**config.mk**
```make
export PLATFORM = sky130hd
export DESIGN_NAME = gpsh_ctrl
export DESIGN_NICKNAME = d
export VERILOG_FILES = /design/src/hw/rtl/gpsh_pkg.sv /design/src/hw/rtl/gpsh_ctrl.sv
export SDC_FILE = /design/constraint.sdc
export NUM_CORES = 1
export LEC_CHECK = 0
export CAP_MARGIN = 25
export CELL_PAD_IN_SITES_DETAIL_PLACEMENT = 1
export CELL_PAD_IN_SITES_GLOBAL_PLACEMENT = 2
export CORE_AREA = 5 5 42 44
export DETAILED_ROUTE_END_ITERATION = 12
export DIE_AREA = 0 0 47 49
export DONT_BUFFER_PORTS = 1
export PLACE_DENSITY_LB_ADDON = 0.1
export SETUP_SLACK_MARGIN = 0.4
export SYNTH_ARGS = -nofsm -noshare
export SYNTH_HDL_FRONTEND = slang
export SYNTH_SLANG_ARGS = --single-unit
```
**constraint.sdc**
```tcl
create_clock -name clk -period 3.06 [get_ports clk]
set_input_delay 0.612 -clock clk [delete_from_list [all_inputs] [get_ports clk]]
set_output_delay 0.612 -clock clk [all_outputs]
set_load 0.01 [all_outputs]
```
**src/hw/rtl/gpsh_pkg.sv**
```systemverilog
// Shared types, constants and the Hann table function for the granular pitch shifter.
// No dependencies; every other file refers to it by scoped names.
package gpsh_pkg;

  // default sizes, handed down from the top level
  localparam int DELAY_DEPTH_DEF = 8192;
  localparam int HANN_DEPTH_DEF  = 1024;

  // field and register widths
  localparam int SAMPLE_W   = 16;
  localparam int WLEN_W     = 14;
  localparam int WINV_W     = 29;
  localparam int TRATIO_W   = 18;
  localparam int TGAIN_W    = 16;
  localparam int CFG_DATA_W = 29;
  localparam int CFG_IDX_W  = 2;

  // internal formats
  localparam int RATIO_W   = 22;  // Q2.20
  localparam int GAIN_W    = 21;  // Q1.20
  localparam int HANN_W    = 16;  // Q15, 0..32768
  localparam int MUL_B_W   = 31;
  localparam int ACC_W     = 33;
  localparam int GLIDE_SH  = 20;
  localparam int OUT_SH    = 35;
  localparam int FRAC_SH   = 16;
  localparam int WIN_MIN   = 16;

  localparam int RATIO_COEF = 1049;
  localparam int GAIN_COEF  = 5243;

  // reset values
  localparam logic [WLEN_W-1:0]   WLEN_RST   = WLEN_W'(2400);
  localparam logic [WINV_W-1:0]   WINV_RST   = WINV_W'(1789570);
  localparam logic [TRATIO_W-1:0] TRATIO_RST = TRATIO_W'(65536);
  localparam logic [TGAIN_W-1:0]  TGAIN_RST  = TGAIN_W'(32768);
  localparam logic [RATIO_W-1:0]  RATIO_RST  = RATIO_W'(1 << 20);
  localparam logic [GAIN_W-1:0]   GAIN_RST   = GAIN_W'(1 << 20);

  // configuration register indexes
  typedef enum logic [CFG_IDX_W-1:0] {
    CFG_WINDOW_LEN,
    CFG_WINDOW_INV,
    CFG_TARGET_RATIO,
    CFG_TARGET_GAIN
  } cfg_idx_t;

  // controller states
  typedef enum logic [3:0] {
    ST_IDLE,
    ST_RATIO_MUL,
    ST_RATIO_UPD,
    ST_PHASE_UPD,
    ST_TAP1,
    ST_TAP2,
    ST_HANN2,
    ST_MAC1,
    ST_MAC2,
    ST_ACC,
    ST_GAIN_MUL,
    ST_OUT
  } state_t;

  // shared multiplier operand selection
  typedef enum logic [2:0] {
    MUL_RATIO,
    MUL_GAIN,
    MUL_PHASE1,
    MUL_PHASE2,
    MUL_TAP1,
    MUL_TAP2,
    MUL_OUT
  } mul_op_t;

  // commands from the controller to the datapath
  typedef struct packed {
    logic    mul_en;
    mul_op_t mul_op;
    logic    ld_sample;
    logic    upd_ratio;
    logic    upd_phase;
    logic    ld_tap1;
    logic    ld_tap2;
    logic    ld_hann2;
    logic    ld_d2;
    logic    ld_acc;
    logic    add_acc;
    logic    ld_out;
  } cmd_t;

  // status from the datapath
  typedef struct packed {
    logic out_full;
  } stat_t;

  // sin^2(pi*k/2^lg) in Q15 via an odd series to the 11th power; elaboration only
  function automatic logic [HANN_W-1:0] hann_q15(int unsigned k, int unsigned lg);
    longint unsigned depth;
    longint unsigned m;
    longint unsigned th;
    longint unsigned t;
    longint unsigned f;
    longint unsigned s;
    longint unsigned w;
    longint unsigned one;
    depth = 64'd1 << lg;
    one   = 64'd1 << 30;
    m     = (64'(k) <= depth - 64'(k)) ? 64'(k) : depth - 64'(k);
    th    = (64'd3373259426 * m) >> lg;
    t     = (th * th) >> 30;
    f     = one - t / 110;
    f     = one - ((t * f) >> 30) / 72;
    f     = one - ((t * f) >> 30) / 42;
    f     = one - ((t * f) >> 30) / 20;
    f     = one - ((t * f) >> 30) / 6;
    s     = (th * f) >> 30;
    w     = (s * s + (64'd1 << 44)) >> 45;
    if (w > 64'd32768) begin
      w = 64'd32768;
    end
    return HANN_W'(w);
  endfunction

endpackage

```
**src/hw/rtl/gpsh_ctrl.sv**
```systemverilog
// Sequencer for the granular pitch shifter: steps one item through the datapath.
// Depends on gpsh_pkg for the state, command and status types.
module gpsh_ctrl (
  input  logic           clk,
  input  logic           rst_n,
  input  logic           in_valid,
  output logic           in_ready,
  input  logic           out_ready,
  input  gpsh_pkg::stat_t stat,
  output gpsh_pkg::cmd_t  cmd
);

  gpsh_pkg::state_t state_r;
  gpsh_pkg::state_t state_nxt;
  logic             out_free;

  assign out_free = !stat.out_full || out_ready;

  // state register
  always_ff @(posedge clk) begin
    if (!rst_n) begin
      state_r <= gpsh_pkg::ST_IDLE;
    end else begin
      state_r <= state_nxt;
    end
  end

  // next state
  always_comb begin
    state_nxt = state_r;
    unique case (state_r)
      gpsh_pkg::ST_IDLE:      if (in_valid) state_nxt = gpsh_pkg::ST_RATIO_MUL;
      gpsh_pkg::ST_RATIO_MUL: state_nxt = gpsh_pkg::ST_RATIO_UPD;
      gpsh_pkg::ST_RATIO_UPD: state_nxt = gpsh_pkg::ST_PHASE_UPD;
      gpsh_pkg::ST_PHASE_UPD: state_nxt = gpsh_pkg::ST_TAP1;
      gpsh_pkg::ST_TAP1:      state_nxt = gpsh_pkg::ST_TAP2;
      gpsh_pkg::ST_TAP2:      state_nxt = gpsh_pkg::ST_HANN2;
      gpsh_pkg::ST_HANN2:     state_nxt = gpsh_pkg::ST_MAC1;
      gpsh_pkg::ST_MAC1:      state_nxt = gpsh_pkg::ST_MAC2;
      gpsh_pkg::ST_MAC2:      state_nxt = gpsh_pkg::ST_ACC;
      gpsh_pkg::ST_ACC:       state_nxt = gpsh_pkg::ST_GAIN_MUL;
      gpsh_pkg::ST_GAIN_MUL:  state_nxt = gpsh_pkg::ST_OUT;
      gpsh_pkg::ST_OUT:       if (out_free) state_nxt = gpsh_pkg::ST_IDLE;
      default:                state_nxt = gpsh_pkg::ST_IDLE;
    endcase
  end

  // command outputs
  always_comb begin
    cmd      = '0;
    in_ready = 1'b0;
    unique case (state_r)
      gpsh_pkg::ST_IDLE: begin
        in_ready      = 1'b1;
        cmd.ld_sample = in_valid;
      end
      gpsh_pkg::ST_RATIO_MUL: begin
        cmd.mul_en = 1'b1;
        cmd.mul_op = gpsh_pkg::MUL_RATIO;
      end
      gpsh_pkg::ST_RATIO_UPD: begin
        cmd.upd_ratio = 1'b1;
        cmd.mul_en    = 1'b1;
        cmd.mul_op    = gpsh_pkg::MUL_GAIN;
      end
      gpsh_pkg::ST_PHASE_UPD: begin
        cmd.upd_phase = 1'b1;
      end
      gpsh_pkg::ST_TAP1: begin
        cmd.ld_tap1 = 1'b1;
        cmd.mul_en  = 1'b1;
        cmd.mul_op  = gpsh_pkg::MUL_PHASE1;
      end
      gpsh_pkg::ST_TAP2: begin
        cmd.ld_tap2 = 1'b1;
        cmd.mul_en  = 1'b1;
        cmd.mul_op  = gpsh_pkg::MUL_PHASE2;
      end
      gpsh_pkg::ST_HANN2: begin
        cmd.ld_hann2 = 1'b1;
      end
      gpsh_pkg::ST_MAC1: begin
        cmd.ld_d2  = 1'b1;
        cmd.mul_en = 1'b1;
        cmd.mul_op = gpsh_pkg::MUL_TAP1;
      end
      gpsh_pkg::ST_MAC2: begin
        cmd.ld_acc = 1'b1;
        cmd.mul_en = 1'b1;
        cmd.mul_op = gpsh_pkg::MUL_TAP2;
      end
      gpsh_pkg::ST_ACC: begin
        cmd.add_acc = 1'b1;
      end
      gpsh_pkg::ST_GAIN_MUL: begin
        cmd.mul_en = 1'b1;
        cmd.mul_op = gpsh_pkg::MUL_OUT;
      end
      gpsh_pkg::ST_OUT: begin
        cmd.ld_out = out_free;
      end
      default: begin
        cmd = '0;
      end
    endcase
  end

endmodule

```
==> qor.yml <==
vias: 349
synth_xor_xnor_area_share: 0.04912
antennaDiodeCount: 0
p_int_uw: 113.0
synth_top_area_frac: 0.2246
reg.largest.list: "state_r: 4 flops"
ys_ff_latch: 4
routed_wl_um: 1039
reg2reg_depth: 3
maxCapViolations: 0
cts_tree: "yes"
drive_above_1_share: 0.1250
grt_use_total: 0.09577
layout_setup_ws_ns: 0.8890
die_x_um: 47
post_cts_buffers: 0
cp.required_ns: 2.45
worstMarginPinSlew_ns: 0.5169
initial_utilization: 0.2545
cts-root-buf: "clkbuf_4"
place_hpwl_um: 802.9
pre_cts_ws_ns: 1.111
setup_viol: 0
avgRoutedWirePerCell_um: 16.23
largest_register_ffs: 4
finalCritPeriodShare: 0.7095
netlist_area_um2: 356.6
regArea_um2: 80.08
via_per_inst: 5.453
synth.area.top_cells: "dfxtp_1 (22%), nand2b_1 (8.8%), nor3_1 (8.4%)"
dr.pass1.iters: 2
cp_cell_sequence: "nand2b_1 > nand2b_1 > a221oi_1"
synth_mux_area_frac: 0
cts.sinks: 4
cts_resized: 0
power_frac_seq: 0.391
combPwrFrac: 0.211
swShare: 0.3310
clock_latency_ns: 0.24
nets: 55
drc: 0
switching_power_uw: 55.88
yosys_warnings: 0
timing.fmax_mhz: 460.6
power.density_mw_per_mm2: 451.3
top_register: "state_r"
core_area_mm2: 0.001401
antenna_found_initial: 0
htreeDepth: 1
synth_top_family_by_area: "simple AND/OR/NAND/NOR gates"
drt_iter0_markers: 2
max_slew_margin: 0.6525
clock_power_share: 0.398
clock_skew_ns: 0.0009374
reg2reg_slack_ns: 1.58
hold_class: "in2reg"
startpoint_type: "flip-flop"
path_buf_inv: 0
outcome: "completed"
overflow: 0
crit_family: "flip-flops"
irDropWorstVdd_v: 0.0001638
ant_nets: 0
p_total_uw: 168.9
cp_num_cells: 3
multi_input_area_um2: 240.2
area_delta_synth_final_pct: 4.912
syn-num-nets: 54
max_stage_delay_ns: 0.55
synthesis.area_per_instance_um2: 7.277
p_leak_nw: 0.1540
tns_ns: 0
cp_common_cell: "nand2b_1"
drv_slew: 0
grt_pass1_vias: 342
dieArea_mm2: 0.002303
synth_cell_types: 24
critPathArrivalTime_ns: 1.56
yosys.area_share.simple: 0.3930
cp_max_fo: 11
rows: 14
cts.clk_slew.worst_paths_ns: 0.04
worst_hold_slack_ns: 0.5269
whs_path_depth: 2
port_buffers: 0
io_pins: 20
synth_compound_area_frac: 0.2316
grt_setup_unrepaired: "no"
hold_viol: 0
cp-end-kind: "output pin"
ctsHoldBuffers: 0
dieHeight_um: 49
grt_pass1_wl_um: 1593
crit_path_top_delay_cell: "dfxtp_1"
numCtsBuffers: 3
syn-instance-count: 49
fin_crit_ns: 2.171
nFillCells: 179
placed_area_um2: 351.6
yosysSeqAreaShare: 0.2246
yosys.area_share.adder: 0
post-synth-top-area-cell: "dfxtp_1"
grt_max_degree: 16
gp_congestion: 0.7303
fin_area_um2: 374.1
criticalPathCategory: "reg2out"
clockBufferDepth: 2
Yosys cell counts (all sizes together):
master and instances:
o22ai 1, nor2 5, nand2b 5, and2 1, xor2 2, a21oi 4
or2 1, o41ai 1, nand2 3, a21o 1, nor4 1, o21bai 1
dfxtp 4, a221oi 2, a2111oi 1, inv 3, nor2b 1, buf 4
nor3 6, or3b 1, or3 1
worst paths after layout:
path                                              start                       to
worst min-delay path                           in_valid  state_r[3]$_SDFFE_PN0P_
worst max-delay path            state_r[0]$_SDFFE_PN0P_                  cmd[13]
worst max register to register  state_r[3]$_SDFFE_PN0P_  state_r[0]$_SDFFE_PN0P_
worst min register to register  state_r[1]$_SDFFE_PN0P_  state_r[1]$_SDFFE_PN0P_
cell usage in the layout (no fill, tap or decap):
cell type	instances
nor2_1	5
nand2b_1	5
nor3_1	6
or2_1	1
dfxtp_1	4
or3_1	1
clkbuf_4	3
o41ai_1	1
nor4_2	1
a221oi_1	1
inv_1	3
nand2_1	2
o21bai_1	1
a2111oi_0	1
or3b_1	1
nor2b_1	1
xor2_1	2
o22ai_1	1
and2_1	1
nand2_2	1
a221oi_2	1
a21o_1	1
a21oi_1	4
cell families after synthesis:
| group | count (synthesis) |
|---|---|
| compound gates | 11 |
| xor+xnor | 2 |
| buf+inv | 7 |
| flops | 4 |
| simple gates | 25 |
power by group through the flow:
stage / logic, mW / registers [mW] / clock network (mW)
final: 0.0357 / 0.0660 / 0.0672
after detailed placement: 0.0364 / 0.0669 / 0
after floorplan: 0.0410 / 0.0576 / 0
after global routing: 0.0398 / 0.0670 / 0.0747
after global placement: 0.0350 / 0.0663 / 0
after CTS: 0.0365 / 0.0660 / 0.0710
metal layers:
metal	part of all wire	track usage	vias to the layer above
met5	0	0	-
li1	-	-	170
met4	0.028	0.06912	0
met3	0.085	0.02583	3
met2	0.44	0.1403	17
met1	0.45	0.1143	159
area by class of cell:
cell class,instances,share of cell area
inverter,3,0.03010
clock buffer,3,0.06020
tap,16,0.05351
sequential,4,0.2140
multi-input combinational,38,0.6421
through the flow:
step,util,std cells
2_1_floorplan,-,49
3_3_place_gp,0.2509,61
3_5_place_dp,0.2509,61
4_1_cts,0.2670,64
5_1_grt,0.2670,64
6_report,0.2670,64
No activity file was read; power rests on OpenSTA's default activity.
